`src/rtl/cfm_pkg.sv`:
```
// Shared types, constants and elaboration-time gamma threshold table for the cross-fade pixel unit.
package cfm_pkg;

    // Default fixed-point settings.
    localparam int FRAC_BITS_DEF        = 12;
    localparam int GAMMA_INDEX_BITS_DEF = 12;

    // Field widths fixed by the pixel format.
    localparam int PIX_W      = 16;
    localparam int OUT_W      = 8;
    localparam int MIX_W      = 13;
    localparam int GAIN_W     = 16;
    localparam int CFG_IDX_W  = 2;
    localparam int CFG_DATA_W = 16;

    // Number of binary-search steps over the 8-bit output code.
    localparam int SRCH_STEPS = OUT_W;
    localparam int OUT_CODES  = 1 << OUT_W;

    // Threshold entries hold gamma indexes of up to 15 bits.
    localparam int THR_W = 15;
    localparam int BIG_W = 192;

    // Register reset values.
    localparam logic [MIX_W-1:0]  MIX_RST  = '0;
    localparam logic [GAIN_W-1:0] GAIN_RST = 16'd4096;

    // Configuration register indexes.
    typedef enum logic [CFG_IDX_W-1:0] {
        CFG_MIX_WEIGHT    = 2'd0,
        CFG_EXPOSURE_GAIN = 2'd1
    } t_cfg_idx;

    // Flow status from the pipeline control to the top level.
    typedef struct packed {
        logic in_ready;
        logic out_valid;
    } t_flow;

    // Smallest gamma index that reaches each output code.
    typedef logic [OUT_CODES-1:0][THR_W-1:0] t_thr_tab;

    // Integer power on wide values, used only at elaboration.
    function automatic logic [BIG_W-1:0] big_pow(logic [BIG_W-1:0] base, int expo);
        logic [BIG_W-1:0] acc;
        acc = BIG_W'(1);
        for (int k = 0; k < expo; k++) begin
            acc = acc * base;
        end
        return acc;
    endfunction

    // Code v is reached at index i when i^5 * 510^11 >= (2v-1)^11 * (2^G)^5.
    // The threshold for each code is found by a binary search over the index.
    function automatic t_thr_tab gamma_thr_tab(int gbits);
        t_thr_tab         tab;
        logic [BIG_W-1:0] p510;
        logic [BIG_W-1:0] rhs;
        logic [BIG_W-1:0] lhs;
        int               lo;
        int               hi;
        int               mid;
        tab  = '0;
        p510 = big_pow(BIG_W'(510), 11);
        for (int v = 1; v < OUT_CODES; v++) begin
            rhs = big_pow(BIG_W'(2 * v - 1), 11) << (5 * gbits);
            lo  = 0;
            hi  = 1 << gbits;
            for (int it = 0; it < THR_W + 1; it++) begin
                if (lo < hi) begin
                    mid = (lo + hi) >> 1;
                    lhs = big_pow(BIG_W'(mid), 5) * p510;
                    if (lhs >= rhs) begin
                        hi = mid;
                    end else begin
                        lo = mid + 1;
                    end
                end
            end
            tab[v] = THR_W'(lo);
        end
        return tab;
    endfunction

endpackage

```
`src/rtl/cfm_lane.sv`:
```
// One color channel: cross-fade, tone-map divider, exposure, gamma code search.
module cfm_lane #(
    parameter int FRAC_BITS        = cfm_pkg::FRAC_BITS_DEF,
    parameter int GAMMA_INDEX_BITS = cfm_pkg::GAMMA_INDEX_BITS_DEF,
    parameter int NUM_STAGES       = cfm_pkg::FRAC_BITS_DEF + 12
) (
    input  logic                       i_clk,
    input  logic [NUM_STAGES-1:0]      i_en,
    input  logic [FRAC_BITS:0]         i_weight,
    input  logic [cfm_pkg::GAIN_W-1:0] i_gain,
    input  logic [cfm_pkg::PIX_W-1:0]  i_src,
    input  logic [cfm_pkg::PIX_W-1:0]  i_inc,
    output logic [cfm_pkg::OUT_W-1:0]  o_val
);
    import cfm_pkg::*;

    localparam int OW      = FRAC_BITS + 1;
    localparam int QB      = FRAC_BITS + 1;
    localparam int PW      = PIX_W + OW + 1;
    localparam int DVW     = 2 * FRAC_BITS + 24;
    localparam int EW      = QB + GAIN_W + 1;
    localparam int GN_W    = GAMMA_INDEX_BITS + 1;
    localparam int IW      = OW + GAMMA_INDEX_BITS + 1;
    localparam int S_DIV0  = 2;
    localparam int S_EXP   = QB + 2;
    localparam int S_SRCH0 = QB + 3;

    localparam logic [OW-1:0]   ONE    = {1'b1, {FRAC_BITS{1'b0}}};
    localparam logic [GN_W-1:0] GN     = {1'b1, {GAMMA_INDEX_BITS{1'b0}}};
    localparam logic [PW-1:0]   HALF_P = PW'(1) << (FRAC_BITS - 1);
    localparam logic [EW-1:0]   HALF_E = EW'(1) << (FRAC_BITS - 1);
    localparam logic [IW-1:0]   HALF_I = IW'(1) << (FRAC_BITS - 1);
    localparam logic [DVW-1:0]  K20    = DVW'(20) << FRAC_BITS;
    localparam logic [DVW-1:0]  K40    = DVW'(40) << FRAC_BITS;
    localparam t_thr_tab        THR    = gamma_thr_tab(GAMMA_INDEX_BITS);

    // Cross-fade with rounding.
    logic [PW-1:0]    mix;
    logic [PIX_W-1:0] r_lin;

    assign mix = PW'(i_src) * PW'(ONE - i_weight) + PW'(i_inc) * PW'(i_weight) + HALF_P;

    always_ff @(posedge i_clk) begin
        if (i_en[0]) begin
            r_lin <= mix[FRAC_BITS +: PIX_W];
        end
    end

    // Tone-map numerator and denominator, both doubled for round half up.
    logic [DVW-1:0] den;
    logic [DVW-1:0] r_num;
    logic [DVW-1:0] r_den2;

    assign den = K20 + DVW'(r_lin) * DVW'(17);

    always_ff @(posedge i_clk) begin
        if (i_en[1]) begin
            r_num  <= DVW'(r_lin) * K40 + den;
            r_den2 <= den << 1;
        end
    end

    // Restoring divider, one quotient bit per stage, most significant first.
    logic [DVW-1:0] r_drem [QB];
    logic [DVW-1:0] r_dden [QB];
    logic [QB-1:0]  r_dq   [QB];

    for (genvar j = 0; j < QB; j++) begin : g_div
        logic [DVW-1:0] rem_in;
        logic [DVW-1:0] den_in;
        logic [QB-1:0]  q_in;
        logic [DVW-1:0] sh;
        logic [DVW-1:0] n_rem;
        logic [QB-1:0]  n_q;

        if (j == 0) begin : g_first
            assign rem_in = r_num;
            assign den_in = r_den2;
            assign q_in   = '0;
        end else begin : g_next
            assign rem_in = r_drem[j-1];
            assign den_in = r_dden[j-1];
            assign q_in   = r_dq[j-1];
        end

        assign sh = den_in << (QB - 1 - j);

        always_comb begin
            n_rem = rem_in;
            n_q   = q_in;
            if (rem_in >= sh) begin
                n_rem             = rem_in - sh;
                n_q[QB - 1 - j]   = 1'b1;
            end
        end

        always_ff @(posedge i_clk) begin
            if (i_en[S_DIV0 + j]) begin
                r_drem[j] <= n_rem;
                r_dden[j] <= den_in;
                r_dq[j]   <= n_q;
            end
        end
    end

    // Exposure gain with saturation at one, then scaling to a gamma index.
    logic [EW-1:0]   exp_sum;
    logic [EW-1:0]   exp_full;
    logic [OW-1:0]   exp_val;
    logic [IW-1:0]   idx_sum;
    logic [IW-1:0]   idx_full;
    logic [GN_W-1:0] r_idx;

    assign exp_sum  = EW'(r_dq[QB-1]) * EW'(i_gain) + HALF_E;
    assign exp_full = exp_sum >> FRAC_BITS;
    assign exp_val  = (exp_full > EW'(ONE)) ? ONE : exp_full[OW-1:0];
    assign idx_sum  = {1'b0, exp_val, {GAMMA_INDEX_BITS{1'b0}}} + HALF_I;
    assign idx_full = idx_sum >> FRAC_BITS;

    always_ff @(posedge i_clk) begin
        if (i_en[S_EXP]) begin
            r_idx <= (idx_full > IW'(GN)) ? GN : idx_full[GN_W-1:0];
        end
    end

    // Binary search for the largest code whose threshold the index reaches.
    logic [OUT_W-1:0] r_lo   [SRCH_STEPS];
    logic [OUT_W-1:0] r_hi   [SRCH_STEPS];
    logic [GN_W-1:0]  r_sidx [SRCH_STEPS];

    for (genvar s = 0; s < SRCH_STEPS; s++) begin : g_srch
        logic [OUT_W-1:0] lo_in;
        logic [OUT_W-1:0] hi_in;
        logic [GN_W-1:0]  idx_in;
        logic [OUT_W:0]   mid_sum;
        logic [OUT_W-1:0] mid;

        if (s == 0) begin : g_first
            assign lo_in  = '0;
            assign hi_in  = '1;
            assign idx_in = r_idx;
        end else begin : g_next
            assign lo_in  = r_lo[s-1];
            assign hi_in  = r_hi[s-1];
            assign idx_in = r_sidx[s-1];
        end

        assign mid_sum = (OUT_W+1)'(lo_in) + (OUT_W+1)'(hi_in) + (OUT_W+1)'(1);
        assign mid     = mid_sum[OUT_W:1];

        always_ff @(posedge i_clk) begin
            if (i_en[S_SRCH0 + s]) begin
                r_sidx[s] <= idx_in;
                if (THR_W'(idx_in) >= THR[mid]) begin
                    r_lo[s] <= mid;
                    r_hi[s] <= hi_in;
                end else begin
                    r_lo[s] <= lo_in;
                    r_hi[s] <= mid - OUT_W'(1);
                end
            end
        end
    end

    assign o_val = r_lo[SRCH_STEPS-1];

endmodule

```
`config.mk`:
```
export PLATFORM = sky130hd
export DESIGN_NAME = cfm_lane
export DESIGN_NICKNAME = d
export VERILOG_FILES = /design/src/rtl/cfm_pkg.sv /design/src/rtl/cfm_lane.sv
export SDC_FILE = /design/constraint.sdc
export NUM_CORES = 2
export LEC_CHECK = 0
export ABC_CLOCK_PERIOD_IN_PS = 11150
export BUFFER_PORTS_ARGS = -buffer_cell sky130_fd_sc_hd__buf_4
export CORE_AREA = 2 2 422 528
export CTS_CLUSTER_SIZE = 16
export DETAILED_ROUTE_END_ITERATION = 6
export DIE_AREA = 0 0 424 530
export PLACE_DENSITY_LB_ADDON = 0.12
export SLEW_MARGIN = 10
export SYNTH_ARGS = -nofsm -noshare
export SYNTH_HDL_FRONTEND = slang
export SYNTH_SLANG_ARGS = --single-unit
```
`constraint.sdc`:
```
create_clock -name i_clk -period 11.15 [get_ports i_clk]
set_input_delay 0 -clock i_clk [delete_from_list [all_inputs] [get_ports i_clk]]
set_output_delay 0 -clock i_clk [all_outputs]
set_load 0.01 [all_outputs]
```
==> results.tsv <==
stage	metric	value	unit
critical_path	Crit-path slowest cell	edfxtp_1	
floorplan	die height	530	um
critical_path	critical path startpoint category	flip-flop	
synth	Post-synth top cells	edfxtp_1, inv_1, nand2_1, ha_1, nor2_1	
synth	syn_nets	9840	
global_route	largest net degree at the start of global routing	78	
synth	top cell type's share of synthesized area	37.0	%
critical_path	critical path class	reg -> reg	
cts	TritonCTS clock tree	yes	
floorplan	die area	225000	um^2
place	Detailed Place HPWL	169	mm
sta	Slew Viols, Final	0	
place	Post-DP Area	89200	um^2
outcome	status	completed	
synth	syn_area_per_cell	10.0	um^2
floorplan	row count	193	
global_route	GRT overflow	0	
synth	post-synthesis sequential area ratio	37.0	%
worst_hold_path	Worst Hold Class	in -> reg	
sta	post-route setup TNS	0	ns
place	GP Congestion	0.918	
synth	Yosys top cell by area	edfxtp_1	
synth	EDFF count, synth	1052	
sta	Tmin final	7.64	ns
sta	setup repair after global routing missed its margin	false	
detailed_routing	WL final	217	mm
detailed_routing	DRC viols	0	
final_layout	Final nets	9832	
worst_hold_path	min-delay src	i_src[14]	
critical_path	WP buf/inv	1	
floorplan	core region area	220000	um^2
cts	clock sinks	1052	
cts	CTS Root Cell	clkbuf_16	
final_layout	layout cell share with drive strength beyond 1	6.33	%
critical_path	Worst EP arrival	8.19	ns
job	Max Cap Violations	0	
critical_path	Worst R2R Start	r_dq[1][61]	
synth	ys async rst share	0	%
sta	Fin. Hold Viols	0	
synth	most numerous cell in the Yosys netlist	edfxtp_1	
floorplan	initial core utilization	38.7	%
detailed_routing	Vias	60823	
final_layout	design area	93500	um^2
critical_path	worst-path cell chain	nand2_1 -> fa_1 -> inv_1 -> fa_1 -> fa_1 -> fa_1 -> fa_1 -> ha_1 -> ha_1 -> nand2_1 -> nor2_1 -> nand3_1 -> nor3_1 -> nor3_1 -> o21ai_0 -> nor4b_1 -> a2111oi_0 -> nand4_1 -> nor3b_1	
global_route	vias in the first global route	63676	
detailed_routing	antenna viol nets, final	0	
synth	Area contributors post-synth	edfxtp_1, fa_1, ha_1	
sta	final worst-path cycle share	68.5	%
critical_path	Req. time, crit path	11.71	ns
critical_path	crit-path leading delay family	adder cells	
global_route	initial antenna violation count	4	
sta	max_slew headroom	18.6	%
global_route	global-route wire length before repair	347	mm
critical_path	CP max FO	16	
floorplan	Chip Width	424	um
synth	Cell Area, Synth	85300	um^2
floorplan	I/O pin cnt	94	
sta	Final setup viols	0	
critical_path	CP startpoint	r_dq[1][61]	
synth	YS warnings	0	
detailed_routing	drt via density	5.28	
synth	Gate Count Post-Synth	8498	
cts	clk buf depth	3	
synth	#FFs+latches synth	1052	
cts	clk_lat worst skew	0.76	ns
place	number of port buffers	93	
final_layout	Area Overhead vs Synth	9.65	%
cts	CTS H-tree depth	3	
sta	actual slew at the worst max-slew pin	1.21	ns
global_route	Global Route Usage Sum	19.2	%
detailed_routing	drt initial violations	3234	
cts	Inserted Clock Buffers	119	
detailed_routing	Avg WL per Cell	18.8	um
synth	count of cell types in the netlist	86	
detailed_routing	1st-pass router iterations	6	
critical_path	most used cell, CP	fa_1	
cts	clock slew at reported path FFs	0.06	ns
synth	Top FF cell, synth	edfxtp_1	
critical_path	Worst path max stage delay	0.91	ns
sta	clock skew	0.0423	ns
sta	Max Clock Freq	131	MHz
critical_path	Critical Path Sink Type	flip-flop	
==> worst paths after layout <==
path,end,slack (ns),cells after the start
max,g_srch[0].idx_in[7],3.51,19
min,r_lin[15],0.11,5
max reg2reg,g_srch[0].idx_in[7],3.51,19
min reg2reg,r_dq[1][48],0.41,0
==> cell families after synthesis <==
logic type	after synthesis	share of synthesized area [%]
XOR/XNOR	558	5.73
adder cells (fa/ha/maj)	1256	23.2
AO/OA/AOI/OAI	1653	12.3
multiplexers	131	1.77
AND/OR/NAND/NOR	2500	14.1
other	1	0.00440
flip-flops	1052	37.0
buffers and inverters	1347	5.93
==> layout by cell type (no fill, tap or decap), drive strengths merged, types with 63 or more instances in the layout <==
cell,count
edfxtp,1052
inv,1017
nand2,807
ha,718
nor2,585
fa,538
a21oi,519
o21ai,352
xnor2,321
xor2,237
and2,235
nor3,177
buf,176
a21o,154
nand3,141
clkbuf,141
mux2,101
nor4,87
nor2b,83
o21a,73
nand2b,71
nand4,70
a31oi,70
or3,63
==> final cells by class <==
cell class,instances,area [um^2]
fill,21139,127000
multi-input combinational,6099,48800
sequential,1052,31600
inverter,1017,3820
tap,2925,3660
clock buffer,141,3060
timing repair buffer,201,1570
clock inverter,82,996
antenna,2,5.00
==> state kept, by name, indices dropped and copies added (netlist names), 16 cells and up <==
signal	count
r_lin	16
r_hi	27
r_dden	162
g_div.rem_in	35
r_sidx	91
r_drem	576
r_lo	35
r_dq	91
==> through the flow <==
step | cells | utilization [%] | setup slack, ns | hold WS, ns
6_report | 11519 | 42.5 | 3.51 | 0.115
3_3_place_gp | 11269 | 40.5 | 2.82 | 0.295
3_5_place_dp | 11269 | 40.5 | 2.77 | 0.294
2_1_floorplan | 8498 | - | 3.34 | 0.112
4_1_cts | 11517 | 42.5 | 3.50 | 0.0630
5_1_grt | 11518 | 42.5 | 2.89 | 0.118
==> timing repair <==
item,4_1_cts,5_1_grt
hold buffers,25,0
hold endpoints to repair,892,0
buffers inserted,0,0
resized for setup,0,0
==> metal layers <==
metal  vias to the layer above  wire length [um]  global-route usage [%]
met5                         -                18                       0
met4                         4              8980                    7.82
met3                       405              6350                    1.69
met2                      1114            113000                    36.0
met1                     29666             88100                    22.4
li1                      29634                 -                       -
==> worst register-to-register path: cells and delay by family (launching register included) <==
family / cells / cell delay [ns]
buf+inv: 1 / 0.05
flops: 1 / 0.91
compound gates: 2 / 0.97
fa+ha+maj: 7 / 3.33
simple gates: 9 / 2.18
Power is not shown: default switching activity piles up to over one toggle a cycle in this logic, so the estimate is an artifact.
