File: src/rtl/cfm_pkg.sv
// Shared types, constants and elaboration-time gamma threshold table for the cross-fade pixel unit.
package cfm_pkg;

    // Default fixed-point settings.
    localparam int FRAC_BITS_DEF        = 12;
    localparam int GAMMA_INDEX_BITS_DEF = 12;

    // Field widths fixed by the pixel format.
    localparam int PIX_W      = 16;
    localparam int OUT_W      = 8;
    localparam int MIX_W      = 13;
    localparam int GAIN_W     = 16;
    localparam int CFG_IDX_W  = 2;
    localparam int CFG_DATA_W = 16;

    // Number of binary-search steps over the 8-bit output code.
    localparam int SRCH_STEPS = OUT_W;
    localparam int OUT_CODES  = 1 << OUT_W;

    // Threshold entries hold gamma indexes of up to 15 bits.
    localparam int THR_W = 15;
    localparam int BIG_W = 192;

    // Register reset values.
    localparam logic [MIX_W-1:0]  MIX_RST  = '0;
    localparam logic [GAIN_W-1:0] GAIN_RST = 16'd4096;

    // Configuration register indexes.
    typedef enum logic [CFG_IDX_W-1:0] {
        CFG_MIX_WEIGHT    = 2'd0,
        CFG_EXPOSURE_GAIN = 2'd1
    } t_cfg_idx;

    // Flow status from the pipeline control to the top level.
    typedef struct packed {
        logic in_ready;
        logic out_valid;
    } t_flow;

    // Smallest gamma index that reaches each output code.
    typedef logic [OUT_CODES-1:0][THR_W-1:0] t_thr_tab;

    // Integer power on wide values, used only at elaboration.
    function automatic logic [BIG_W-1:0] big_pow(logic [BIG_W-1:0] base, int expo);
        logic [BIG_W-1:0] acc;
        acc = BIG_W'(1);
        for (int k = 0; k < expo; k++) begin
            acc = acc * base;
        end
        return acc;
    endfunction

    // Code v is reached at index i when i^5 * 510^11 >= (2v-1)^11 * (2^G)^5.
    // The threshold for each code is found by a binary search over the index.
    function automatic t_thr_tab gamma_thr_tab(int gbits);
        t_thr_tab         tab;
        logic [BIG_W-1:0] p510;
        logic [BIG_W-1:0] rhs;
        logic [BIG_W-1:0] lhs;
        int               lo;
        int               hi;
        int               mid;
        tab  = '0;
        p510 = big_pow(BIG_W'(510), 11);
        for (int v = 1; v < OUT_CODES; v++) begin
            rhs = big_pow(BIG_W'(2 * v - 1), 11) << (5 * gbits);
            lo  = 0;
            hi  = 1 << gbits;
            for (int it = 0; it < THR_W + 1; it++) begin
                if (lo < hi) begin
                    mid = (lo + hi) >> 1;
                    lhs = big_pow(BIG_W'(mid), 5) * p510;
                    if (lhs >= rhs) begin
                        hi = mid;
                    end else begin
                        lo = mid + 1;
                    end
                end
            end
            tab[v] = THR_W'(lo);
        end
        return tab;
    endfunction

endpackage

File: src/rtl/cfm_pipe_ctrl.sv
// Stage valid bits and per-stage advance enables shared by all color lanes.
module cfm_pipe_ctrl #(
    parameter int NUM_STAGES = cfm_pkg::FRAC_BITS_DEF + 12
) (
    input  logic                  i_clk,
    input  logic                  i_rst_n,
    input  logic                  i_valid,
    input  logic                  i_out_ready,
    output logic [NUM_STAGES-1:0] o_en,
    output cfm_pkg::t_flow        o_flow
);
    import cfm_pkg::*;

    logic [NUM_STAGES-1:0] r_v;

    // A stage may load when it is empty or when the stage after it moves too.
    assign o_en[NUM_STAGES-1] = !r_v[NUM_STAGES-1] || i_out_ready;
    for (genvar k = 0; k < NUM_STAGES - 1; k++) begin : g_en
        assign o_en[k] = !r_v[k] || o_en[k+1];
    end

    // Valid bits travel with the data.
    always_ff @(posedge i_clk) begin
        if (!i_rst_n) begin
            r_v <= '0;
        end else begin
            if (o_en[0]) begin
                r_v[0] <= i_valid;
            end
            for (int k = 1; k < NUM_STAGES; k++) begin
                if (o_en[k]) begin
                    r_v[k] <= r_v[k-1];
                end
            end
        end
    end

    assign o_flow.in_ready  = o_en[0];
    assign o_flow.out_valid = r_v[NUM_STAGES-1];

endmodule

File: config.mk
export PLATFORM = sky130hd
export DESIGN_NAME = cfm_pipe_ctrl
export DESIGN_NICKNAME = d
export VERILOG_FILES = /design/src/rtl/cfm_pkg.sv /design/src/rtl/cfm_pipe_ctrl.sv
export SDC_FILE = /design/constraint.sdc
export NUM_CORES = 1
export LEC_CHECK = 0
export BUFFER_PORTS_ARGS = -buffer_cell sky130_fd_sc_hd__buf_2
export CORE_MARGIN = 1.5
export CORE_UTILIZATION = 53
export CTS_BUF_LIST = sky130_fd_sc_hd__clkbuf_8
export CTS_CLUSTER_DIAMETER = 120
export DETAILED_ROUTE_END_ITERATION = 10
export GPL_ROUTABILITY_DRIVEN = 1
export HOLD_SLACK_MARGIN = 0.02
export MAX_ROUTING_LAYER = met4
export PLACE_DENSITY = 0.89
export SYNTH_ARGS = -nofsm -noshare
export SYNTH_HDL_FRONTEND = slang
export SYNTH_SLANG_ARGS = --single-unit
File: constraint.sdc
create_clock -name i_clk -period 2.3 [get_ports i_clk]
set_input_delay 0.23 -clock i_clk [delete_from_list [all_inputs] [get_ports i_clk]]
set_output_delay 0.23 -clock i_clk [all_outputs]
set_load 0.05 [all_outputs]
==> results of run 1 <==
power groups by stage:
stage          Sequential (mW)  Combinational, mW  Clock (mW)
2_1_floorplan            0.429             0.0132           0
3_3_place_gp             0.429             0.0163           0
4_1_cts                  0.420             0.0169       0.370
6_report                 0.420             0.0166       0.365
5_1_grt                  0.420             0.0184       0.384
3_5_place_dp             0.430             0.0168           0
worst register-to-register path, stage by stage (launching register included):
cell,delay (ns)
dfxtp_1,0.38
nand2b_4,0.09
nor2_8,0.12
inv_4,0.07
nor2_8,0.17
inv_4,0.07
or4_4,0.54
a21boi_2,0.16
per-stage QoR:
step | total power [mW] | instance area, um^2
floorplan | 0.442 | 1120
global placement | 0.446 | 1280
detailed placement | 0.446 | 1280
CTS | 0.806 | 1350
global route | 0.823 | 1350
finish | 0.802 | 1350
logic make-up after synthesis:
kind of cell | after synthesis | share of synthesized area, %
and+or+nand+nor | 56 | 31.7
buffers and inverters | 24 | 9.49
DFF | 24 | 42.9
AOI/OAI and AO/OA | 24 | 16.0
layout by cell type, fill, tap and decap left out, types with 3 or more instances in the layout:
master and instances:
a21boi_0 9, a21boi_2 4, and3_1 3, buf_2 29, clkbuf_8 3, dfxtp_1 24, inv_1 15, nand2_1 17
nand3_1 12, nand4_1 6, nor3_1 3, o21a_1 4, o21ai_0 5, or4_4 4
final cells by class:
cell class | count | area (um^2) | area share [%]
Multi-Input combinational cell | 80 | 534 | 39.6
Sequential cell | 24 | 480 | 35.6
Timing Repair Buffer | 31 | 160 | 11.9
Inverter | 17 | 68.8 | 5.10
Clock buffer | 3 | 41.3 | 3.06
Tap cell | 27 | 33.8 | 2.50
Clock inverter | 1 | 30.0 | 2.23
path summary, 6_finish.rpt:
check | start | to | slack [ns]
max reg2reg | r_v[23] | r_v[1] | 0.65
max | r_v[23] | o_en[0] | 0.14
min reg2reg | r_v[1] | r_v[2] | 0.46
min | i_valid | r_v[0] | 0.20
layer usage:
layer  routed length (um)  GRT usage (%)  vias to the layer above
li1                     -              -                      487
met1                  925           23.4                      460
met2                 1240           36.8                       21
met3                   83           3.99                        4
met4                   36           8.57                        0
met5                    0              -                        -
==> out/qor.csv, run 1 <==
stage,metric,value,unit
detailed_routing,vias_per_cell,5.31,
logic_synthesis,synth-warning-count,0,
logic_synthesis,netlist.area_leader.share,42.9,%
logic_synthesis,synth_ff_type,dfxtp_1,
power,sequentialPowerShare,52.4,%
logic_synthesis,synthesis.instances,128,
global_route,largest_net_degree_at_the_start_of_global_routing,30,
clock_network,cts_buffer_depth,2,
setup_path,cp.depth,7,
floorplan,design.die.area,2400,um^2
detailed_routing,antenna_left,0,
clock_network,cts.reportedPaths.clkPinSlew,0.09,ns
global_route,grt_pass1_vias,896,
finish,largest_register_ffs,24,
power,p_sw,0.143,mW
setup_path,crit_path_start_kind,register,
detailed_routing,vias,972,
timing,clock.fmax,463,MHz
setup_path,crit_path_max_incr_delay,0.55,ns
global_route,global_route.overflow_total,0,
power,sw_frac_of_total,17.8,%
worst_hold_path,timing.hold.worst.class,input port to register,
setup_path,path_cells,nand2b_4 > nor2_8 > inv_4 > nor2_8 > inv_4 > or4_4 > buf_2,
timing,slew_violations,0,
placement,numPortBuffers,29,
logic_synthesis,post-synth-top-count-cell,dfxtp_1,
timing,timing.clock.skew,0.00449,ns
clock_network,post_cts_resized,0,
finish,reg_top3,r_v (24),
detailed_routing,remaining_drc_errors,0,
global_route,antenna_found_initial,0,
finish,largest_register,r_v,
worst_hold_path,hold-path-cell-count,3,
floorplan,initial_utilization,56.6,%
finish,area_delta_synth_final,20.3,%
timing,tns,0,ns
floorplan,core.rowCount,16,
timing,timing_worst_slew_pin_value,0.416,ns
global_route,gr-usage-all-layers,21.0,%
power,share_comb_of_total_power,2.1,%
clock_network,clkLatencyLatePin,0.26,ns
detailed_routing,first_iter_violations,14,
logic_synthesis,synth_seq_cells,24,
timing,hold_violations,0,
placement,pre_cts_slack,0.387,ns
floorplan,boundaryPins,30,
clock_network,numClockSinks,24,
floorplan,core_region_area,1980,um^2
floorplan,die_width,49.0,um
finish,n_antenna_cell,0,
placement,gpl.final_weighted_congestion,0.771,
finish,drive_above_1_share,31.4,%
clock_network,cts_inserted_buffers,3,
detailed_routing,detail_route.wl_per_cell,12.5,um
power,share_clk_of_total_power,45.5,%
floorplan,die_y,49.0,um
setup_path,end_kind,output pin,
setup_path,worst-endpoint-required,2.07,ns
setup_path,worstPathMaxFanout,8,
timing,slew_headroom,72.3,%
logic_synthesis,area_contributors_post_synth,"dfxtp_1 (43%), a21boi_0 (6.0%), nand2_1 (5.7%), nand3_1 (5.4%), inv_1 (5.0%)",
timing,holdWs,0.197,ns
power,ir_worst_vdd,0.456,mV
detailed_routing,drt_pre_antenna_iters,4,
logic_synthesis,syn_area_per_cell,8.76,um^2
logic_synthesis,seq_area_frac_synth,42.9,%
finish,post-route-util,68.1,%
placement,numPlacedInstances,179,
timing,period_share,94.0,%
logic_synthesis,synthesis.nets,132,
timing,layout_min_cycle_time,2.16,ns
logic_synthesis,yosys.area.top_type,dfxtp_1,
global_route,global_route_wire_length_before_repair,3.86,mm
flow_run,max-cap-violations,0,
power,power.internal,0.658,mW
setup_path,timing_worst_setup_path_type,register to output pin,
setup_path,crit_slowest_cell,or4_4,
finish,final_cells,183,
detailed_routing,drt_wl_total,2.29,mm
placement,detailed_place_hpwl,1.72,mm
setup_path,r2r_cells,7,
logic_synthesis,synthArstFlopShare,0,%
logic_synthesis,leading_post_synthesis_cells_by_instance_count,"dfxtp_1 (24), nand2_1 (17), inv_1 (15)",
finish,final_nets,161,
logic_synthesis,synth.lib_cells_used.distinct,24,
clock_network,postCtsHoldBufs,0,
logic_synthesis,number_of_synthesized_flops_with_an_enable_pin,0,
timing,setup_viol,0,
clock_network,cts.root.buffer_cell,clkbuf_8,
status,outcome,completed,
finish,layout.filler_cells,160,
clock_network,htree_levels,1,
logic_synthesis,netlist_area,1120,um^2
setup_path,cp_data_arrival_time,1.93,ns
clock_network,tritoncts,yes,
power,power_leakage,0.490,nW
setup_path,crit_family,simple AND/OR/NAND/NOR gates,
clock_network,postCtsSetupRepairBufs,0,
power,p_per_area,594,nW/um^2
timing,layout_setup_ws,0.139,ns
timing,unrepaired_setup_endpoints_after_global_routing,false,
setup_path,worstPathBufferInverterCount,3,
No activity file was read; power rests on OpenSTA's default activity.
==> inputs of run 2 (changes only) <==
Settings changed: CORE_UTILIZATION 53 to 50, CTS_BUF_LIST sky130_fd_sc_hd__clkbuf_8 to sky130_fd_sc_hd__clkbuf_16, GPL_ROUTABILITY_DRIVEN 1 to 0, PLACE_DENSITY 0.89 to 0.85.
==> run 2 against run 1 <==
  * First-iteration DRC count grew to 3.6 times the previous value
  * Hold slack gained 0.014 ns
  * Power up 0.40%
  * Cell count decreased by 0.55%
  * Setup slack got worse by 0.029 ns
  * Register-to-register slack worse by 0.04 ns
  * Wire length up 8.2%
==> out/qor.csv, run 2 (synthesized netlist as in run 1, its figures left out) <==
stage,metric,value,unit
detailed_routing,remaining_drc_errors,0,
finish,drive_above_1_share,31.0,%
setup_path,end_kind,output pin,
finish,largest_register_ffs,24,
clock_network,tritoncts,yes,
clock_network,cts.reportedPaths.clkPinSlew,0.06,ns
timing,slew_violations,0,
finish,reg_top3,r_v (24),
floorplan,boundaryPins,30,
setup_path,crit_path_start_kind,register,
global_route,grt_util_met2,33.1,%
setup_path,cp_data_arrival_time,1.96,ns
clock_network,numClockSinks,24,
detailed_routing,first_iter_violations,50,
clock_network,postCtsHoldBufs,0,
floorplan,die_width,50.4,um
timing,tns,0,ns
finish,final_nets,161,
clock_network,cts.root.buffer_cell,clkbuf_16,
timing,timing_worst_slew_pin_value,0.437,ns
power,p_per_area,595,nW/um^2
clock_network,htree_levels,1,
timing,hold_violations,0,
global_route,gr-usage-met1,26.7,%
detailed_routing,detail_route.wl_per_cell,13.6,um
global_route,global_route_wire_length_before_repair,4.02,mm
finish,layout.cells.most_common_list,"buf_2 (29), dfxtp_1 (24), nand2_1 (17)",
timing,unrepaired_setup_endpoints_after_global_routing,false,
detailed_routing,drt_wl_total,2.48,mm
finish,layout.filler_cells,183,
floorplan,core.rowCount,16,
timing,setup_viol,0,
clock_network,cts_buffer_depth,2,
power,power_leakage,0.491,nW
status,outcome,completed,
global_route,largest_net_degree_at_the_start_of_global_routing,30,
setup_path,worst-endpoint-required,2.07,ns
setup_path,timing_worst_setup_path_type,register to output pin,
timing,timing.clock.skew,0.00577,ns
power,ir_worst_vdd,0.357,mV
global_route,globalRoute.busiestLayer,met2,
detailed_routing,vias,1019,
finish,layout_commonest_cell,buf_2,
floorplan,initial_utilization,54.9,%
finish,largest_register,r_v,
clock_network,clkLatencyLatePin,0.26,ns
global_route,use_met3,4.46,%
global_route,antenna_found_initial,0,
setup_path,worstPathMaxFanout,8,
floorplan,design.die.area,2540,um^2
placement,detailed_place_hpwl,1.69,mm
timing,clock.fmax,457,MHz
finish,post-route-util,66.2,%
global_route,gr-usage-all-layers,21.7,%
finish,n_antenna_cell,0,
global_route,global_route.overflow_total,0,
clock_network,post_cts_resized,0,
detailed_routing,vias_per_cell,5.60,
worst_hold_path,timing.hold.worst.class,input port to register,
global_route,grt_pass1_vias,888,
floorplan,core_region_area,2040,um^2
clock_network,postCtsSetupRepairBufs,0,
timing,period_share,95.2,%
finish,area_delta_synth_final,20.6,%
flow_run,max-cap-violations,0,
timing,layout_min_cycle_time,2.19,ns
detailed_routing,drt_pre_antenna_iters,5,
timing,slew_headroom,70.9,%
placement,numPortBuffers,29,
detailed_routing,antenna_left,0,
clock_network,cts_inserted_buffers,3,
floorplan,die_y,50.4,um
## run 2: cell types whose count changed in the layout (fill, tap and decap cells not counted), sizes merged
cell,change
bufinv,-1
## run 2: final cells by class
cell class | count | area [um^2] | area share (%)
timing repair buffer | 31 | 160 | 11.8
sequential | 24 | 480 | 35.5
inverter | 17 | 68.8 | 5.09
tap | 27 | 33.8 | 2.50
clock buffer | 3 | 75.1 | 5.55
multi-input combinational | 80 | 534 | 39.5
## run 2: worst paths after layout
kind / endpoint / slack [ns] / startpoint / cells after the start
max reg2reg: r_v[1] / 0.61 / r_v[13] / 4
min reg2reg: r_v[2] / 0.47 / r_v[1] / 2
max: o_en[0] / 0.11 / r_v[7] / 4
min: r_v[0] / 0.21 / i_valid / 3
## run 2: power by group
part / total [mW] / leakage (nW) / switching, mW / internal (mW)
clock: 0.367 / 0.0370 / 0.137 / 0.230
sequential: 0.420 / 0.194 / 0.00191 / 0.419
combinational: 0.0173 / 0.261 / 0.00919 / 0.00814
total: 0.805 / 0.491 / 0.148 / 0.656
## run 2: per-stage QoR
step                hold slack, ns  setup WS, ns  instances  power, mW  instance area [um^2]
detailed placement           0.457         0.386        179      0.447                  1280
global route                 0.215        0.0171        182      0.829                  1350
finish                       0.211         0.110        182      0.805                  1350
CTS                          0.211         0.131        182      0.810                  1350
global placement             0.439         0.414        179      0.446                  1280
floorplan                    0.367         0.116        128      0.442                  1120
## run 2: critical path, cell delays in order, from the launching register on
cell and delay [ns]:
dfxtp_1 0.46, and4_1 0.29, nand4_1 0.18, or4_4 0.53
buf_2 0.23
## run 2: routing by layer
layer	share of wire, %	routed length [um]
met1	40	995
met2	49	1210
met3	6.7	167
met4	4.1	102
met5	0	0
